## src/hw/rtl/assert_macros.svh

```systemverilog
// Assertion macros for the RTL of the queue, included by its top level.
// Each macro expects a clock named clk and an active-low reset named arst_n in scope.
`ifndef ASSERT_MACROS_SVH
`define ASSERT_MACROS_SVH

// Same-cycle implication, checked while out of reset.
`define ASSERT_SAME(lbl, ante, cons, msg) \
	lbl: assert property (@(posedge clk) disable iff (!arst_n) (ante) |-> (cons)) \
		else $error(msg);

// Next-cycle implication, checked while out of reset.
`define ASSERT_NEXT(lbl, ante, cons, msg) \
	lbl: assert property (@(posedge clk) disable iff (!arst_n) (ante) |=> (cons)) \
		else $error(msg);

`endif

```

## src/hw/rtl/emkq_pkg.sv

```systemverilog
// Package of the eligible minimum-key queue: entry type, codes and fixed widths.
// Used by every module of the queue; depends on nothing.
package emkq_pkg;

	localparam int DEPTH_DEF = 64;
	localparam int ID_W      = 16;
	localparam int KEY_W     = 32;
	localparam int OCC_W     = 7;
	localparam int STATUS_W  = 3;

	typedef struct packed {
		logic [ID_W-1:0]  id;
		logic             elig;
		logic [KEY_W-1:0] key;
	} entry_t;

	typedef enum logic {
		CMD_ENQ = 1'b0,
		CMD_DEQ = 1'b1
	} cmd_t;

	typedef enum logic [STATUS_W-1:0] {
		ST_ENQUEUED      = 3'd0,
		ST_FULL          = 3'd1,
		ST_DEQUEUED      = 3'd2,
		ST_EMPTY         = 3'd3,
		ST_NONE_ELIGIBLE = 3'd4
	} status_t;

	typedef enum logic [2:0] {
		S_IDLE,
		S_SCAN,
		S_SCAN_LAST,
		S_DECIDE,
		S_SHIFT,
		S_REMOVE
	} state_t;

endpackage

```

## src/hw/rtl/emkq_store.sv

```systemverilog
// Entry memory of the queue: one write port and one read port with registered read data.
// Depends on emkq_pkg for the entry type.
module emkq_store #(
	parameter int DEPTH = emkq_pkg::DEPTH_DEF,
	localparam int AW = (DEPTH > 1) ? $clog2(DEPTH) : 1
) (
	input  logic                clk,
	input  logic                we,
	input  logic [AW-1:0]       waddr,
	input  emkq_pkg::entry_t    wdata,
	input  logic                re,
	input  logic [AW-1:0]       raddr,
	output emkq_pkg::entry_t    rdata
);
	import emkq_pkg::*;

	entry_t mem_q [DEPTH];
	entry_t rdata_q;

	always_ff @(posedge clk) begin
		if (we) begin
			mem_q[waddr] <= wdata;
		end
	end

	always_ff @(posedge clk) begin
		if (re) begin
			rdata_q <= mem_q[raddr];
		end
	end

	assign rdata = rdata_q;

endmodule

```

## src/hw/rtl/emkq_scan.sv

```systemverilog
// Shared key comparator that tracks the eligible entry with the smallest key during a scan.
// Depends on emkq_pkg for the entry type.
module emkq_scan #(
	parameter int DEPTH = emkq_pkg::DEPTH_DEF,
	localparam int AW = (DEPTH > 1) ? $clog2(DEPTH) : 1
) (
	input  logic                clk,
	input  logic                arst_n,
	input  logic                clr,
	input  logic                upd,
	input  emkq_pkg::entry_t    cand,
	input  logic [AW-1:0]       cand_pos,
	output logic                found,
	output logic [AW-1:0]       best_pos,
	output emkq_pkg::entry_t    best
);
	import emkq_pkg::*;

	logic       found_q;
	logic [AW-1:0] best_pos_q;
	entry_t     best_q;
	logic       take;

	// Strict less-than keeps the earliest position on equal keys.
	assign take = upd && cand.elig && (!found_q || (cand.key < best_q.key));

	always_ff @(posedge clk or negedge arst_n) begin
		if (!arst_n) begin
			found_q <= 1'b0;
		end else if (clr) begin
			found_q <= 1'b0;
		end else if (take) begin
			found_q <= 1'b1;
		end
	end

	always_ff @(posedge clk) begin
		if (take) begin
			best_q     <= cand;
			best_pos_q <= cand_pos;
		end
	end

	assign found    = found_q;
	assign best_pos = best_pos_q;
	assign best     = best_q;

endmodule

```

## src/hw/rtl/eligible_min_key_queue_unit.sv

```systemverilog
// Top level of the eligible minimum-key queue: sequencer, entry count and result register.
// Depends on emkq_pkg, emkq_store, emkq_scan and assert_macros.svh.
//
// Channel  Dir  Fields (lowest bit first)
// s_*      in   tuser: cmd; tdata: entry_id, eligible, time_key, zero pad
// m_*      out  tuser: status; tdata: out_id, out_time_key, occupancy, zero pad
//
// An enqueue or a rejected command completes in the idle state in which it is accepted.
// A dequeue scans every held entry, then shifts each entry above the removed position down by one;
// the scan and the shift both use the single read port of the entry memory.
// A dequeue that finds no eligible entry returns to idle after the scan, with no shift or removal.
// Input is taken only when idle and the result register is free or being drained.
// Reset empties the queue; memory contents are not cleared.
module eligible_min_key_queue_unit #(
	parameter int DEPTH = emkq_pkg::DEPTH_DEF
) (
	input  logic        clk,
	input  logic        arst_n,
	input  logic        s_tvalid,
	output logic        s_tready,
	input  logic [55:0] s_tdata,   // entry_id[15:0], eligible[16], time_key[48:17], zero[55:49]
	input  logic [0:0]  s_tuser,   // cmd[0]
	output logic        m_tvalid,
	input  logic        m_tready,
	output logic [55:0] m_tdata,   // out_id[15:0], out_time_key[47:16], occupancy[54:48], zero[55]
	output logic [2:0]  m_tuser    // status[2:0]
);
	import emkq_pkg::*;

	`include "assert_macros.svh"

	localparam int AW = (DEPTH > 1) ? $clog2(DEPTH) : 1;
	localparam int CW = $clog2(DEPTH + 1);

	state_t         state_q, state_d;
	logic [CW-1:0]  cnt_q, cnt_d;
	logic [AW-1:0]  ptr_q, ptr_d;
	logic           rd_pend_s1, wr_pend_s1;
	logic [AW-1:0]  addr_s1;

	logic           out_valid_q;
	status_t        status_q;
	logic [ID_W-1:0]  out_id_q;
	logic [KEY_W-1:0] out_key_q;
	logic [OCC_W-1:0] occ_q;

	logic           out_free, in_acc, full, empty;
	logic           scan_last, shift_last, need_shift;
	cmd_t           in_cmd;
	entry_t         in_entry;

	logic           rd_en, wr_en, scan_clr, res_load;
	logic [AW-1:0]  rd_addr, wr_addr;
	entry_t         wr_data, rd_data;
	status_t        res_status;

	logic           found;
	logic [AW-1:0]  best_pos;
	entry_t         best;

	assign out_free  = !out_valid_q || m_tready;
	assign s_tready  = (state_q == S_IDLE) && out_free;
	assign in_acc    = s_tvalid && s_tready;
	assign in_cmd    = cmd_t'(s_tuser[0]);
	assign in_entry  = '{id: s_tdata[15:0], elig: s_tdata[16], key: s_tdata[48:17]};

	assign full       = (cnt_q == CW'(DEPTH));
	assign empty      = (cnt_q == '0);
	assign scan_last  = (CW'(ptr_q) == (cnt_q - CW'(1)));
	assign shift_last = ((CW'(ptr_q) + CW'(2)) == cnt_q);
	assign need_shift = ((CW'(best_pos) + CW'(1)) < cnt_q);

	always_comb begin
		state_d = state_q;
		unique case (state_q)
			S_IDLE: begin
				if (in_acc && (in_cmd == CMD_DEQ) && !empty) begin
					state_d = S_SCAN;
				end
			end
			S_SCAN: begin
				if (scan_last) begin
					state_d = S_SCAN_LAST;
				end
			end
			S_SCAN_LAST: begin
				state_d = S_DECIDE;
			end
			S_DECIDE: begin
				priority if (!found) begin
					state_d = S_IDLE;
				end else if (need_shift) begin
					state_d = S_SHIFT;
				end else begin
					state_d = S_REMOVE;
				end
			end
			S_SHIFT: begin
				if (shift_last) begin
					state_d = S_REMOVE;
				end
			end
			S_REMOVE: begin
				state_d = S_IDLE;
			end
			default: begin
				state_d = S_IDLE;
			end
		endcase
	end

	always_comb begin
		rd_en      = 1'b0;
		rd_addr    = ptr_q;
		wr_en      = 1'b0;
		wr_addr    = AW'(cnt_q);
		wr_data    = in_entry;
		scan_clr   = 1'b0;
		res_load   = 1'b0;
		res_status = ST_ENQUEUED;
		cnt_d      = cnt_q;
		ptr_d      = ptr_q;
		unique case (state_q)
			S_IDLE: begin
				ptr_d = '0;
				if (in_acc) begin
					res_load = 1'b1;
					if (in_cmd == CMD_ENQ) begin
						if (full) begin
							res_status = ST_FULL;
						end else begin
							res_status = ST_ENQUEUED;
							wr_en      = 1'b1;
							cnt_d      = cnt_q + CW'(1);
						end
					end else if (empty) begin
						res_status = ST_EMPTY;
					end else begin
						res_load = 1'b0;
						scan_clr = 1'b1;
					end
				end
			end
			S_SCAN: begin
				rd_en = 1'b1;
				if (!scan_last) begin
					ptr_d = ptr_q + AW'(1);
				end
			end
			S_SCAN_LAST: begin
			end
			S_DECIDE: begin
				ptr_d = best_pos;
				if (!found) begin
					res_load   = 1'b1;
					res_status = ST_NONE_ELIGIBLE;
				end
			end
			S_SHIFT: begin
				rd_en   = 1'b1;
				rd_addr = ptr_q + AW'(1);
				ptr_d   = ptr_q + AW'(1);
			end
			S_REMOVE: begin
				res_load   = 1'b1;
				res_status = ST_DEQUEUED;
				cnt_d      = cnt_q - CW'(1);
			end
			default: begin
			end
		endcase
		// The entry read during the previous shift cycle moves down by one position.
		if (wr_pend_s1) begin
			wr_en   = 1'b1;
			wr_addr = addr_s1;
			wr_data = rd_data;
		end
	end

	always_ff @(posedge clk or negedge arst_n) begin
		if (!arst_n) begin
			state_q     <= S_IDLE;
			cnt_q       <= '0;
			ptr_q       <= '0;
			rd_pend_s1  <= 1'b0;
			wr_pend_s1  <= 1'b0;
			out_valid_q <= 1'b0;
		end else begin
			state_q    <= state_d;
			cnt_q      <= cnt_d;
			ptr_q      <= ptr_d;
			rd_pend_s1 <= (state_q == S_SCAN);
			wr_pend_s1 <= (state_q == S_SHIFT);
			if (res_load) begin
				out_valid_q <= 1'b1;
			end else if (m_tready) begin
				out_valid_q <= 1'b0;
			end
		end
	end

	always_ff @(posedge clk) begin
		addr_s1 <= ptr_q;
		if (res_load) begin
			status_q  <= res_status;
			occ_q     <= OCC_W'(cnt_d);
			out_id_q  <= (res_status == ST_DEQUEUED) ? best.id : '0;
			out_key_q <= (res_status == ST_DEQUEUED) ? best.key : '0;
		end
	end

	emkq_store #(
		.DEPTH(DEPTH)
	) u_store (
		.clk   (clk),
		.we    (wr_en),
		.waddr (wr_addr),
		.wdata (wr_data),
		.re    (rd_en),
		.raddr (rd_addr),
		.rdata (rd_data)
	);

	emkq_scan #(
		.DEPTH(DEPTH)
	) u_scan (
		.clk      (clk),
		.arst_n   (arst_n),
		.clr      (scan_clr),
		.upd      (rd_pend_s1),
		.cand     (rd_data),
		.cand_pos (addr_s1),
		.found    (found),
		.best_pos (best_pos),
		.best     (best)
	);

	assign m_tvalid = out_valid_q;
	assign m_tuser  = status_q;
	assign m_tdata  = {1'b0, occ_q, out_key_q, out_id_q};

	`ASSERT_SAME(a_cnt_bound, 1'b1, cnt_q <= CW'(DEPTH), "entry count exceeds depth")
	`ASSERT_SAME(a_res_free, res_load, out_free, "result loaded over an untaken result")
	`ASSERT_NEXT(a_remove_dec, state_q == S_REMOVE, cnt_q == $past(cnt_q) - CW'(1), "remove did not decrement the count")
	`ASSERT_SAME(a_shift_addr, wr_pend_s1, CW'(addr_s1) < cnt_q, "shift write beyond held entries")

endmodule
```

## config.mk

```make
export PLATFORM = sky130hd
export DESIGN_NAME = eligible_min_key_queue_unit
export DESIGN_NICKNAME = d
export VERILOG_FILES = /design/src/hw/rtl/emkq_pkg.sv /design/src/hw/rtl/emkq_store.sv /design/src/hw/rtl/emkq_scan.sv /design/src/hw/rtl/eligible_min_key_queue_unit.sv
export VERILOG_INCLUDE_DIRS = /design/src /design/src/hw/rtl
export SDC_FILE = /design/constraint.sdc
export NUM_CORES = 2
export LEC_CHECK = 0
export BUFFER_PORTS_ARGS = -buffer_cell sky130_fd_sc_hd__buf_2
export CORE_UTILIZATION = 25
export DETAILED_ROUTE_END_ITERATION = 12
export GPL_TIMING_DRIVEN = 1
export MAX_ROUTING_LAYER = met4
export SLEW_MARGIN = 0
export SYNTH_ARGS = -nofsm -noshare
export SYNTH_HDL_FRONTEND = slang
export SYNTH_SLANG_ARGS = --single-unit
```

## constraint.sdc

```tcl
create_clock -name clk -period 15.1 [get_ports clk]
set_input_delay 0.755 -clock clk [delete_from_list [all_inputs] [get_ports clk]]
set_output_delay 0.755 -clock clk [all_outputs]
set_load 0.1 [all_outputs]
```

==> impl_metrics.toml <==
[run_status]
status = "complete, no violations"

[yosys]
synth_top_family_by_area = "compound AO/OA/AOI/OAI gates"
post_synth_fa_ha_maj_area_fraction_pct = 0.3659
synth_ff_type = "sky130_fd_sc_hd__edfxtp_1"
synthesis.instances = 9371
synth_compound_area_share_pct = 12.43
synth-async-reset-ratio_pct = 0.6019
post_synth_xor_area_fraction_pct = 0.1559
postSynthNetCount = 9474
ys_seq_elements = 3323
synthesis.yosys.warnings = 0
syn_avg_cell_area_um2 = 15.33
yosys-mux-area-fraction_pct = 9.227
synth_simple_gate_area_share_pct = 6.045
synth_seq_area_share_pct = 69.37
synth_enable_flop_cells = 3297
synth.distinct_cells = 79
post_synth_instance_area_um2 = 143600

[global_routing]
gr-usage-all-layers_pct = 17.43
first_global_vias = 94060
gr-total-overflow = 0
antenna_found_initial = 36
global_route_wire_length_before_repair_um = 715800
pin_count_of_the_biggest_net_entering_global_routing = 137

[routing]
detail_route.vias_per_cell = 5.747
drc_marker_count_from_the_first_detailed_route_iteration = 15740
drt_pass1_iterations = 8
dr_total_vias = 98640
post-route-drc-count = 0
route.detailed.wl_per_inst_um = 30.07
detail_route.wirelength_um = 516200
detail-route-antenna-nets = 0

[clock_network]
postCtsSetupBuffers = 0
htree_num_levels = 5
clk-insertion-delay-late_ns = 0.96
clkSlewWorstSetupHoldPaths_ns = 0.06
clock-root-buffer = "sky130_fd_sc_hd__clkbuf_16"
cts.sinks = 3323
tritoncts.num_buffers = 351
cts_tree = "done"
ctsLongestPathBuffers = 4

[sta]
number_of_slew_limit_violations_in_the_final_report = 0
worst-slew-pin-transition_ns = 1.317
fmaxAchievable_mhz = 145.8
finalHoldWorstSlack_ns = 0.2063
report.final.setup_viol = 0
final-hold-violation-count = 0
time_the_final_worst_path_needs_with_i_o_delays_and_setup_ns = 6.859
postLayoutSetupSlackWorst_ns = 8.241
finClkSkew_ns = 0.06495
grt_setup_unrepaired = "false"
min_period_over_period_pct = 45.42
worst_slew_margin_rel_pct = 12.01
fin_setup_tns_ns = 0

[critical_path]
crit_path_start_kind = "register"
ff2ff_path_depth = 10
critical_path.reg2reg.endpoint = "u_store.rdata[0]$_DFFE_PN_"
crit_path_kind = "reg -> reg"
setup.reg_to_reg.worst_slack_ns = 8.24
nature_of_the_critical_path_endpoint = "register"
critical_path.reg2reg.startpoint = "state_q[0]$_DFFE_PN0P_"
critical_path_required_ns = 15.75
worst-endpoint-arrival_ns = 7.51
critPathMaxFanout = 39

[pwr]
finalPower_mw = 18.76
combPwrFrac_pct = 0.8
pwr-share-seq_pct = 54.0
share_clk_of_total_power_pct = 45.2
p_leak_nw = 49.81
ir_worst_vdd_v = 0.00008985
netSwitchingFraction_pct = 20.44
cell_internal_pwr_mw = 14.93
power.switching_mw = 3.835
powerDensity_nw_per_um2 = 114.1

[floorplanning]
dieHeight_um = 759.9
design.core.area_um2 = 572500
io-pin-count = 122
dieArea_um2 = 577500
initial_utilization_pct = 25.08
die_w_um = 759.9
std_cell_rows = 278

[hold_path]
min_from = "s_tuser"
whs_path_depth = 2
whs_endpoint = "m_tuser[1]$_DFFE_PP_"
type_of_the_tightest_min_delay_check = "in -> reg"

[placement]
portBuffers = 113
dp.final_hpwl_um = 266600
gp_congestion = 0.8062
place_ws_ns = 8.446

[cells_and_area]
finalNetCount = 9396
layout-drive-gt1-share_pct = 16.57
layout_common_cells = "3297 x sky130_fd_sc_hd__edfxtp_1, 1062 x sky130_fd_sc_hd__o22ai_1, 507 x sky130_fd_sc_hd__nor2_1"
post-route-util_pct = 28.72
areaGrowthSynthToFinish_pct = 14.51
most_common_cell_after_layout_fill_and_taps_aside = "sky130_fd_sc_hd__edfxtp_1"

[run]
cap_violations = 0
==> metrics by stage <==
stage / cell area, µm² / instances
2_1_floorplan: 143600 / 9371
3_3_place_gp: 153300 / 16500
3_5_place_dp: 153300 / 16500
4_1_cts: 164400 / 17140
5_1_grt: 164400 / 17160
6_report: 164500 / 17160
==> worst max-delay path, stage by stage (launching register included) <==
cell,delay (ns)
sky130_fd_sc_hd__dfrtp_1,0.82
sky130_fd_sc_hd__or3b_4,0.75
sky130_fd_sc_hd__buf_4,0.63
sky130_fd_sc_hd__nor3_1,0.18
sky130_fd_sc_hd__a222oi_1,0.41
sky130_fd_sc_hd__buf_4,0.67
sky130_fd_sc_hd__buf_4,0.82
sky130_fd_sc_hd__buf_4,0.78
sky130_fd_sc_hd__nor4_1,0.16
sky130_fd_sc_hd__o41ai_1,1.06
sky130_fd_sc_hd__nand4_1,0.15
==> how the worst max path moves through the flow <==
stage	from	end	slack, ns	cells past startpoint
3_3_place_gp	state_q[0]$_DFFE_PN0P_	u_store.rdata[0]$_DFFE_PN_	8.45	10
2_1_floorplan	u_store.rdata[9]$_DFFE_PN_	u_scan.best[0]$_DFFE_PP_	9.87	8
6_report	state_q[0]$_DFFE_PN0P_	u_store.rdata[0]$_DFFE_PN_	8.24	10
4_1_cts	state_q[0]$_DFFE_PN0P_	u_store.rdata[0]$_DFFE_PN_	8.43	10
5_1_grt	state_q[0]$_DFFE_PN0P_	u_store.rdata[0]$_DFFE_PN_	8.10	10
3_5_place_dp	state_q[0]$_DFFE_PN0P_	u_store.rdata[0]$_DFFE_PN_	8.45	10
==> repair_timing <==
item	in CTS	in global routing
gates resized for setup	0	0
hold buffers	1	0
setup endpoints to repair	0	0
endpoints found under the hold margin	20	0
==> state kept, by name, summed over array words and instances, names as in the netlist <==
signal and cells:
rd_pend_s1 1, m_tuser 3, wr_pend_s1 1, u_scan.found 1
addr_s1 6, u_scan.best 48, u_store.rdata 49, out_key_q 32
state_q 3, ptr_q 6, out_id_q 16, u_scan.best_pos 6
u_store.mem_q 3136, m_tvalid 1, occ_q 7, cnt_q 7
==> Yosys cell counts (6+ instances only) <==
cell type | n | area share, %
sky130_fd_sc_hd__nand2_1 | 250 | 0.65
sky130_fd_sc_hd__a2bb2oi_1 | 16 | 0.098
sky130_fd_sc_hd__a2111oi_0 | 189 | 1.2
sky130_fd_sc_hd__nor2_1 | 566 | 1.5
sky130_fd_sc_hd__dfxtp_1 | 6 | 0.084
sky130_fd_sc_hd__o21ai_0 | 159 | 0.55
sky130_fd_sc_hd__o41ai_1 | 132 | 0.81
sky130_fd_sc_hd__mux4_2 | 356 | 5.6
sky130_fd_sc_hd__mux2_2 | 255 | 2.0
sky130_fd_sc_hd__o211ai_1 | 9 | 0.047
sky130_fd_sc_hd__o22ai_1 | 1063 | 4.6
sky130_fd_sc_hd__a21oi_1 | 45 | 0.16
sky130_fd_sc_hd__dfrtp_1 | 20 | 0.35
sky130_fd_sc_hd__and2_1 | 10 | 0.044
sky130_fd_sc_hd__o32ai_1 | 14 | 0.085
sky130_fd_sc_hd__nand3_1 | 25 | 0.087
sky130_fd_sc_hd__nor2b_1 | 201 | 0.88
sky130_fd_sc_hd__a211oi_1 | 12 | 0.063
sky130_fd_sc_hd__ha_1 | 42 | 0.37
sky130_fd_sc_hd__nor3b_1 | 8 | 0.042
sky130_fd_sc_hd__or4_1 | 21 | 0.11
sky130_fd_sc_hd__a22oi_1 | 6 | 0.031
sky130_fd_sc_hd__buf_4 | 9 | 0.047
sky130_fd_sc_hd__nand4_1 | 53 | 0.23
sky130_fd_sc_hd__o221a_2 | 9 | 0.071
sky130_fd_sc_hd__o21a_1 | 10 | 0.052
sky130_fd_sc_hd__and3_1 | 30 | 0.13
sky130_fd_sc_hd__or3_1 | 22 | 0.096
sky130_fd_sc_hd__o22a_1 | 110 | 0.67
sky130_fd_sc_hd__clkbuf_1 | 570 | 1.5
sky130_fd_sc_hd__nor3_1 | 367 | 1.3
sky130_fd_sc_hd__xnor2_1 | 18 | 0.11
sky130_fd_sc_hd__nor4_1 | 200 | 0.87
sky130_fd_sc_hd__buf_1 | 90 | 0.24
sky130_fd_sc_hd__mux2i_1 | 236 | 1.6
sky130_fd_sc_hd__a22o_1 | 8 | 0.049
sky130_fd_sc_hd__buf_2 | 146 | 0.51
sky130_fd_sc_hd__a32o_1 | 6 | 0.042
sky130_fd_sc_hd__o221ai_1 | 386 | 2.4
sky130_fd_sc_hd__o31ai_1 | 43 | 0.22
sky130_fd_sc_hd__a21o_1 | 45 | 0.24
sky130_fd_sc_hd__inv_1 | 42 | 0.11
sky130_fd_sc_hd__edfxtp_1 | 3297 | 69
sky130_fd_sc_hd__nand2b_1 | 8 | 0.035
sky130_fd_sc_hd__a31oi_1 | 189 | 0.82
==> cell type report <==
type / instances / area [µm²]
Multi-Input combinational cell: 5189 / 41210
Fill cell: 56650 / 408100
Tap cell: 7560 / 9459
Timing Repair Buffer: 385 / 2848
Antenna cell: 23 / 57.56
Inverter: 43 / 177.7
Clock buffer: 428 / 9136
Clock inverter: 213 / 1927
Sequential cell: 3323 / 99640
==> kinds of logic (layout without fill, tap and decap cells) <==
logic type / count (synthesis) / in the layout
AOI/OAI and AO/OA: 2496 / 2496
DFF: 3323 / 3323
adders and majority gates: 42 / 42
xor gates and xnor gates: 24 / 24
other: 1 / 24
buffers and inverters: 859 / 1069
and+or+nand+nor: 1779 / 1779
muxes: 847 / 847
==> power by group through the flow <==
| stage | combinational (mW) | sequential [mW] | clock, mW |
|---|---|---|---|
| 4_1_cts | 0.138 | 10.1 | 8.53 |
| 3_5_place_dp | 0.138 | 10.3 | 0 |
| 3_3_place_gp | 0.134 | 10.3 | 0 |
| 5_1_grt | 0.151 | 10.1 | 8.87 |
| 6_report | 0.142 | 10.1 | 8.49 |
| 2_1_floorplan | 0.0704 | 10.3 | 0 |
==> per-layer routing <==
metal	vias up	wire length [µm]	share of wire [%]	global-route usage [%]
li1	39210	-	-	-
met3	1332	59170	11	3.271
met4	0	27830	5.4	8.419
met5	-	0	0	-
met2	7147	234400	45	26.92
met1	50950	194800	38	22.06
Power figures use the tool's default switching activity.
